$ cat src/sv/epcd_pkg.sv
// ----------------------------------------------------------------------------
// epcd_pkg
// Shared types, codes and constants for the event pixel count denoise block.
// ----------------------------------------------------------------------------
package epcd_pkg;

   // default store geometry
   localparam int MAX_WIDTH_DEF  = 512;
   localparam int MAX_HEIGHT_DEF = 512;

   // field widths
   localparam int CMD_W      = 2;
   localparam int COORD_W    = 9;
   localparam int DIM_W      = 10;
   localparam int COUNT_W    = 8;
   localparam int CSR_IDX_W  = 2;
   localparam int CSR_DATA_W = 10;
   localparam int REQ_DATA_W = 24;
   localparam int RSP_DATA_W = 16;
   localparam int RSP_USER_W = 1;

   // command codes
   localparam logic [CMD_W-1:0] CMD_COUNT = 2'd0;
   localparam logic [CMD_W-1:0] CMD_QUERY = 2'd1;
   localparam logic [CMD_W-1:0] CMD_CLEAR = 2'd2;

   // register indexes
   localparam logic [CSR_IDX_W-1:0] CSR_FRAME_WIDTH    = 2'd0;
   localparam logic [CSR_IDX_W-1:0] CSR_FRAME_HEIGHT   = 2'd1;
   localparam logic [CSR_IDX_W-1:0] CSR_KEEP_THRESHOLD = 2'd2;

   // register reset values
   localparam logic [DIM_W-1:0]   FRAME_WIDTH_RST    = 10'd346;
   localparam logic [DIM_W-1:0]   FRAME_HEIGHT_RST   = 10'd260;
   localparam logic [COUNT_W-1:0] KEEP_THRESHOLD_RST = 8'd2;

   // controller to datapath
   typedef struct packed {
      logic load_item;    // capture request and read its counter
      logic load_rsp;     // load the result register
      logic item_we;      // write back the incremented counter
      logic sweep_we;     // clear one counter of the sweep
      logic sweep_start;  // rewind the sweep address
   } ctrl_cmd_type;

   // datapath to controller
   typedef struct packed {
      logic is_clear;     // held command is a new-packet clear
      logic needs_write;  // held command is an in-frame count
      logic rsp_blocked;  // result register full and not taken
      logic sweep_last;   // sweep address at the last counter
   } dp_status_type;

endpackage

$ cat src/sv/epcd_ctrl.sv
// ----------------------------------------------------------------------------
// epcd_ctrl
// Sequencer: accept, read-modify-write and result, counter clearing sweep.
// ----------------------------------------------------------------------------
module epcd_ctrl import epcd_pkg::*; (
   input  logic          clock,
   input  logic          reset,
   input  logic          req_tvalid,
   output logic          req_tready,
   input  dp_status_type status,
   output ctrl_cmd_type  cmd
);

   localparam logic [1:0] ST_IDLE  = 2'd0;
   localparam logic [1:0] ST_CALC  = 2'd1;
   localparam logic [1:0] ST_SWEEP = 2'd2;

   logic [1:0] st_ff;
   logic [1:0] st_in;

   always_comb begin
      st_in            = st_ff;
      req_tready       = 1'b0;
      cmd.load_item    = 1'b0;
      cmd.load_rsp     = 1'b0;
      cmd.item_we      = 1'b0;
      cmd.sweep_we     = 1'b0;
      cmd.sweep_start  = 1'b0;
      case (st_ff)
         ST_IDLE: begin
            req_tready = 1'b1;
            if (req_tvalid) begin
               cmd.load_item = 1'b1;
               st_in         = ST_CALC;
            end
         end
         ST_CALC: begin
            // hold until the result register is free
            if (!status.rsp_blocked) begin
               cmd.load_rsp = 1'b1;
               cmd.item_we  = status.needs_write;
               if (status.is_clear) begin
                  cmd.sweep_start = 1'b1;
                  st_in           = ST_SWEEP;
               end else begin
                  st_in = ST_IDLE;
               end
            end
         end
         ST_SWEEP: begin
            cmd.sweep_we = 1'b1;
            if (status.sweep_last) begin
               st_in = ST_IDLE;
            end
         end
         default: st_in = ST_IDLE;
      endcase
   end

   // reset starts with a full clearing sweep
   always_ff @(posedge clock) begin
      if (reset) begin
         st_ff <= ST_SWEEP;
      end else begin
         st_ff <= st_in;
      end
   end

   a_no_accept_in_sweep: assert property (@(posedge clock) disable iff (reset)
      (st_ff == ST_SWEEP) |-> !req_tready)
      else $error("request taken during clearing sweep");

   a_accept_then_calc: assert property (@(posedge clock) disable iff (reset)
      req_tvalid && req_tready |=> (st_ff == ST_CALC))
      else $error("accepted item not followed by its update cycle");

   a_calc_leaves_when_free: assert property (@(posedge clock) disable iff (reset)
      (st_ff == ST_CALC) && !status.rsp_blocked |=> (st_ff != ST_CALC))
      else $error("update cycle repeated with a free result register");

endmodule

$ cat config.mk
export PLATFORM = sky130hd
export DESIGN_NAME = epcd_ctrl
export DESIGN_NICKNAME = d
export VERILOG_FILES = /design/src/sv/epcd_pkg.sv /design/src/sv/epcd_ctrl.sv
export SDC_FILE = /design/constraint.sdc
export NUM_CORES = 1
export LEC_CHECK = 0
export BUFFER_PORTS_ARGS = -buffer_cell sky130_fd_sc_hd__buf_2
export CORE_AREA = 2 2 39 41
export CTS_CLUSTER_SIZE = 28
export DETAILED_ROUTE_END_ITERATION = 10
export DIE_AREA = 0 0 41 43
export GPL_ROUTABILITY_DRIVEN = 0
export GPL_TIMING_DRIVEN = 1
export PLACE_DENSITY = 0.36
export SYNTH_ARGS = -nofsm -noshare
export SYNTH_HDL_FRONTEND = slang
export SYNTH_SLANG_ARGS = --single-unit
$ cat constraint.sdc
create_clock -name clock -period 1.04 [get_ports clock]
set_clock_uncertainty 0.2 [all_clocks]
set_input_delay 0.104 -clock clock [delete_from_list [all_inputs] [get_ports clock]]
set_output_delay 0.104 -clock clock [all_outputs]
set_load 0.1 [all_outputs]
==> impl_metrics.json, run 1 <==
{
  "outcome": "finished with violations",
  "violations": "hold timing, setup timing",
  "syn_nets": 19,
  "slew_headroom_pct": 91.4,
  "synth-seq-area-share_pct": 33.7,
  "cts_buffers": 3,
  "syn_inst": 12,
  "tns_ns": -2.22,
  "ioPinCount": 13,
  "cts.path.max_buffers": 2,
  "drtAntennaViolNets": 0,
  "io_buffer_count": 12,
  "vias": 174,
  "utilization_pct": 29.6,
  "rsz0062_at_grt": "true",
  "end_kind": "output port",
  "overflow": 0,
  "ctsHoldBuffers": 2,
  "synthAdderAreaFrac_pct": 0,
  "drt_pre_antenna_iters": 1,
  "yosys.area_share.simple_pct": 47.4,
  "muxShareOfSynthArea_pct": 8.42,
  "r2r_slack_ns": -0.13,
  "final_cells": 50,
  "fin_nets": 42,
  "clock-sinks": 2,
  "fmax_mhz": 699,
  "row_count": 14,
  "period_minus_slack_ns": 1.43,
  "remaining_drc_errors": 0,
  "critical_path_class": "flip-flop to output port",
  "power.density_mw_per_mm2": 1160,
  "grt_usage_pct": 6.80,
  "vias_per_cell": 3.48,
  "core_mm2": 0.00138,
  "antenna_found_initial": 0,
  "fin_ws_ns": -0.390,
  "clkLatencyLatePin_ns": 0.23,
  "crit_slowest_cell": "dfxtp_4",
  "cp.required_ns": 0.74,
  "crit_chain": "nor3b_4, and2_4, buf_12",
  "die_height_um": 43,
  "r2r_end": "st_ff[1]",
  "drv_slew": 0,
  "top_register": "st_ff",
  "largest_reg_flops": 2,
  "place_inst": 43,
  "grt_max_degree": 6,
  "hold_path.class": "input pin to flip-flop",
  "synth_xor_xnor_area_share_pct": 0,
  "start_util_pct": 8.59,
  "ir_drop_mv": 0.325,
  "tightest_slew_ns": 0.125,
  "max_cap_violations": 0,
  "syn_to_final_growth_pct": 244,
  "power_leakage_uw": 0.000195,
  "min_path_cells": 3,
  "grt_pass1_wl_um": 731,
  "synth-compound-area-share_pct": 7.37,
  "hold_viol": 1,
  "reg2reg_depth": 2,
  "netlist_area_um2": 119,
  "cp.arrival_ns": 1.13,
  "reg2reg_from": "st_ff[1]",
  "critPathLaunchType": "flip-flop",
  "hold_path_end": "st_ff[1]",
  "fp.dieArea_mm2": 0.00176,
  "cts-root-buf": "clkbuf_4",
  "totalWireLength_um": 422,
  "cts_tree": "done",
  "ys_types": 10,
  "first_global_vias": 182,
  "layout-drive-gt1-share_pct": 79.4,
  "antennaDiodeCount": 0,
  "drt_iter0_markers": 0,
  "holdWs_ns": -0.0361,
  "slowest_delay_ns": 0.37,
  "cp_max_fo": 5,
  "routedWlPerCell_um": 8.44,
  "layout_common_cells": "6 x buf_2, 6 x buf_12, 3 x clkbuf_4",
  "period_share_pct": 137,
  "min-delay-start": "status[0]",
  "path_clk_slew_ns": 0.04,
  "synth_seq_cells": 2,
  "setup_viol": 7,
  "die_x_um": 41,
  "ys_warn_count": 0,
  "htreeDepth": 1,
  "top_regs": "st_ff x2",
  "synth_top_family_by_area": "simple AND/OR/NAND/NOR gates",
  "avgSynthCellArea_um2": 9.91
}
[Yosys cell counts]
master    instances  area (um^2)
a211o_1           1         8.76
and2_1            2         12.5
and4bb_4          1         16.3
dfxtp_1           2         40.0
inv_1             1         3.75
mux2i_1           1         10.0
nor2_1            1         3.75
nor2b_1           1         6.26
nor3_1            1         5.00
nor3b_2           1         12.5
[layout make-up]
class / count / area, um^2
Timing Repair Buffer: 18 / 210
Sequential cell: 2 / 47.5
Tap cell: 16 / 20.0
Fill cell: 148 / 975
Inverter: 1 / 3.75
Clock buffer: 4 / 26.3
Multi-Input combinational cell: 9 / 101
[worst max-delay path by stage]
stage | from | endpoint | slack (ns) | cells after the start
after floorplan | st_ff[0] | cmd[2] | -1.0 | 2
after detailed placement | st_ff[0] | cmd[2] | -0.16 | 3
after global placement | st_ff[0] | cmd[2] | -0.14 | 3
after CTS | st_ff[0] | cmd[2] | -0.41 | 3
final | st_ff[0] | cmd[2] | -0.39 | 3
after global routing | st_ff[0] | cmd[2] | -0.44 | 3
[per-layer routing]
layer / wire length [um] / up-vias / share of wire [%] / GRT usage (%)
met1: 154 / 76 / 36 / 7.30
met5: 0 / - / 0 / 0
met2: 188 / 13 / 45 / 7.50
met4: 0 / 0 / 0 / 8.00
li1: - / 85 / - / -
met3: 79 / 0 / 19 / 4.71
[through the flow]
step | setup slack (ns) | instance area [um^2] | power, uW
final | -0.390 | 409 | 474
after global routing | -0.443 | 409 | 504
after CTS | -0.411 | 407 | 492
after detailed placement | -0.162 | 337 | 266
after global placement | -0.144 | 337 | 264
after floorplan | -0.997 | 144 | 191
[where the power goes]
group,total (uW),switching (uW),internal [uW]
registers,89.6,8.90,80.7
clock network,190,47.6,143
logic,194,107,86.3
[timing repair]
| item | CTS | global route |
|---|---|---|
| gates cloned | 0 | 0 |
| setup buffers | 1 | 0 |
| pin swaps | 4 | 2 |
| endpoints found under the hold margin | 2 | 1 |
| setup endpoints to repair | 7 | 8 |
| gates resized for setup | 5 | 1 |
[cells by family (layout without fill, tap and decap cells)]
| logic type | after synthesis | after routing |
|---|---|---|
| AND/OR/NAND/NOR | 7 | 7 |
| flip-flops | 2 | 2 |
| AO/OA/AOI/OAI | 1 | 1 |
| multiplexers | 1 | 1 |
| buffers and inverters | 1 | 23 |
[worst max-delay path, delay by kind of cell, from the launching register on]
kind	cells	cell delay, ns
and+or+nand+nor	2	0.36
DFF	1	0.37
buffers and inverters	1	0.16
No activity file was read; power rests on OpenSTA's default activity.
==> run 2, diff against run 1 <==
clock period = 1.2 ns   (was 1.04 ns; I/O delays follow)
==> run 2 against run 1 <==
  * Clock power decreased by 12%
  * Combinational power decreased by 10%
  * Largest cell class unchanged
  * The run ends with setup timing left
  * Core utilization increased by 2.0 points
  * Count of clock-buffer cells in the layout unchanged
  * First-iteration DRC count increased by 1
  * Sequential share of layout area decreased by 0.73 points
  * Global-route usage increased by 0.21 points
  * Final cell count increased by 4.0%
  * Total power decreased by 12%
  * Die area unchanged
  * Via count increased by 6.3%
==> impl_metrics.json, run 2 (synthesis results as in run 1) <==
{
  "antenna_found_initial": 0,
  "grt_max_degree": 6,
  "row_count": 14,
  "dpl_cell_area_um2": 335,
  "period_share_pct": 121,
  "dp_worst_setup_slack_ns": -0.0782,
  "first_global_vias": 185,
  "layout-drive-gt1-share_pct": 77.8,
  "period_minus_slack_ns": 1.45,
  "core_mm2": 0.00138,
  "fmax_mhz": 691,
  "clock-sinks": 2,
  "path_clk_slew_ns": 0.04,
  "cts_tree": "done",
  "end_kind": "output port",
  "drtAntennaViolNets": 0,
  "critical_path_class": "flip-flop to output port",
  "start_util_pct": 8.59,
  "cts_buffers": 3,
  "max_cap_violations": 0,
  "power.density_mw_per_mm2": 959,
  "routedWlPerCell_um": 9.25,
  "setup_viol": 8,
  "remaining_drc_errors": 0,
  "die_x_um": 41,
  "vias_per_cell": 3.56,
  "drv_slew": 0,
  "cp_max_fo": 3,
  "ir_drop_mv": 0.444,
  "power_leakage_uw": 0.000199,
  "drt_pre_antenna_iters": 2,
  "largest_reg_flops": 2,
  "cp.required_ns": 0.88,
  "die_height_um": 43,
  "drt_iter0_markers": 1,
  "syn_to_final_growth_pct": 267,
  "top_regs": "st_ff x2",
  "violations": "setup timing",
  "vias": 185,
  "tightest_slew_ns": 0.132,
  "grt_usage_pct": 7.01,
  "antennaDiodeCount": 0,
  "cp.arrival_ns": 1.13,
  "layout_commonest_cell": "buf_12",
  "power_uw": 419,
  "outcome": "finished with violations",
  "rsz0062_at_grt": "true",
  "grt_pass1_wl_um": 752,
  "fin_nets": 44,
  "htreeDepth": 1,
  "cts.path.max_buffers": 2,
  "place_inst": 43,
  "fin_ws_ns": -0.248,
  "hold_viol": 0,
  "utilization_pct": 31.6,
  "dp_hpwl_um": 367,
  "slew_headroom_pct": 91.0,
  "overflow": 0,
  "top_register": "st_ff",
  "layout_common_cells": "7 x buf_12, 6 x buf_2, 3 x clkbuf_4, 3 x dlygate4sd3_1",
  "cts-root-buf": "clkbuf_4",
  "totalWireLength_um": 481,
  "clkLatencyLatePin_ns": 0.23,
  "ioPinCount": 13,
  "final_cells": 52,
  "critPathLaunchType": "flip-flop",
  "io_buffer_count": 12,
  "fp.dieArea_mm2": 0.00176,
  "final_area_um2": 437,
  "hold_path.class": "input pin to flip-flop"
}
-- run 2: changes by cell type in the layout (fill, tap and decap cells not counted) --
| cell | before | now |
|---|---|---|
| dlymetal6s4s_1 | 1 | 0 |
| buf_12 | 6 | 7 |
| dlygate4sd3_1 | 1 | 3 |
-- run 2: area by class of cell --
cell class                 count  area, um^2
timing repair buffer          20         238
sequential                     2        47.5
clock buffer                   4        26.3
multi-input combinational      9         101
inverter                       1        3.75
tap                           16        20.0
fill                         143         947
-- run 2: repair_timing --
action                     CTS  global route
hold endpoints to repair     2             0
setup buffers                1             1
gates resized for setup      5             1
pin swaps                    4             0
setup endpoints to repair    7             6
hold buffers                 3             0
-- run 2: metrics by stage --
step                hold WS [ns]  setup TNS [ns]
detailed placement        0.0940          -0.150
global placement          0.0959         -0.0871
CTS                       0.0434           -1.19
global route              0.0652           -1.77
floorplan                -0.0129           -2.86
finish                    0.0554           -1.37
-- run 2: worst paths after layout --
| check | from | endpoint | slack (ns) | cells after the start |
|---|---|---|---|---|
| setup / recovery | st_ff[0] | cmd[4] | -0.25 | 4 |
| hold / removal | status[1] | st_ff[0] | 0.06 | 3 |
| setup reg to reg | st_ff[0] | st_ff[1] | -0.02 | 3 |
| hold reg to reg | st_ff[1] | st_ff[0] | 0.27 | 1 |
-- run 2: power by group --
group          switching [uW]  leakage (uW)  internal, uW
logic                    94.9      0.000166          79.1
clock network            43.5     0.0000150           124
registers                7.63     0.0000175          69.9
total                     146      0.000199           273
-- run 2: critical path: stages, from the launching register on --
cell and delay [ns]:
dfxtp_4 0.34, buf_12 0.12, nor2_4 0.11, and2_4 0.16, buf_12 0.16
-- run 2: per-layer routing --
metal	up-vias	GRT usage [%]	part of all wire, %
li1	91	-	-
met1	81	7.03	38
met2	13	9.06	49
met3	0	5.24	14
met4	0	6.00	0
met5	-	0	0
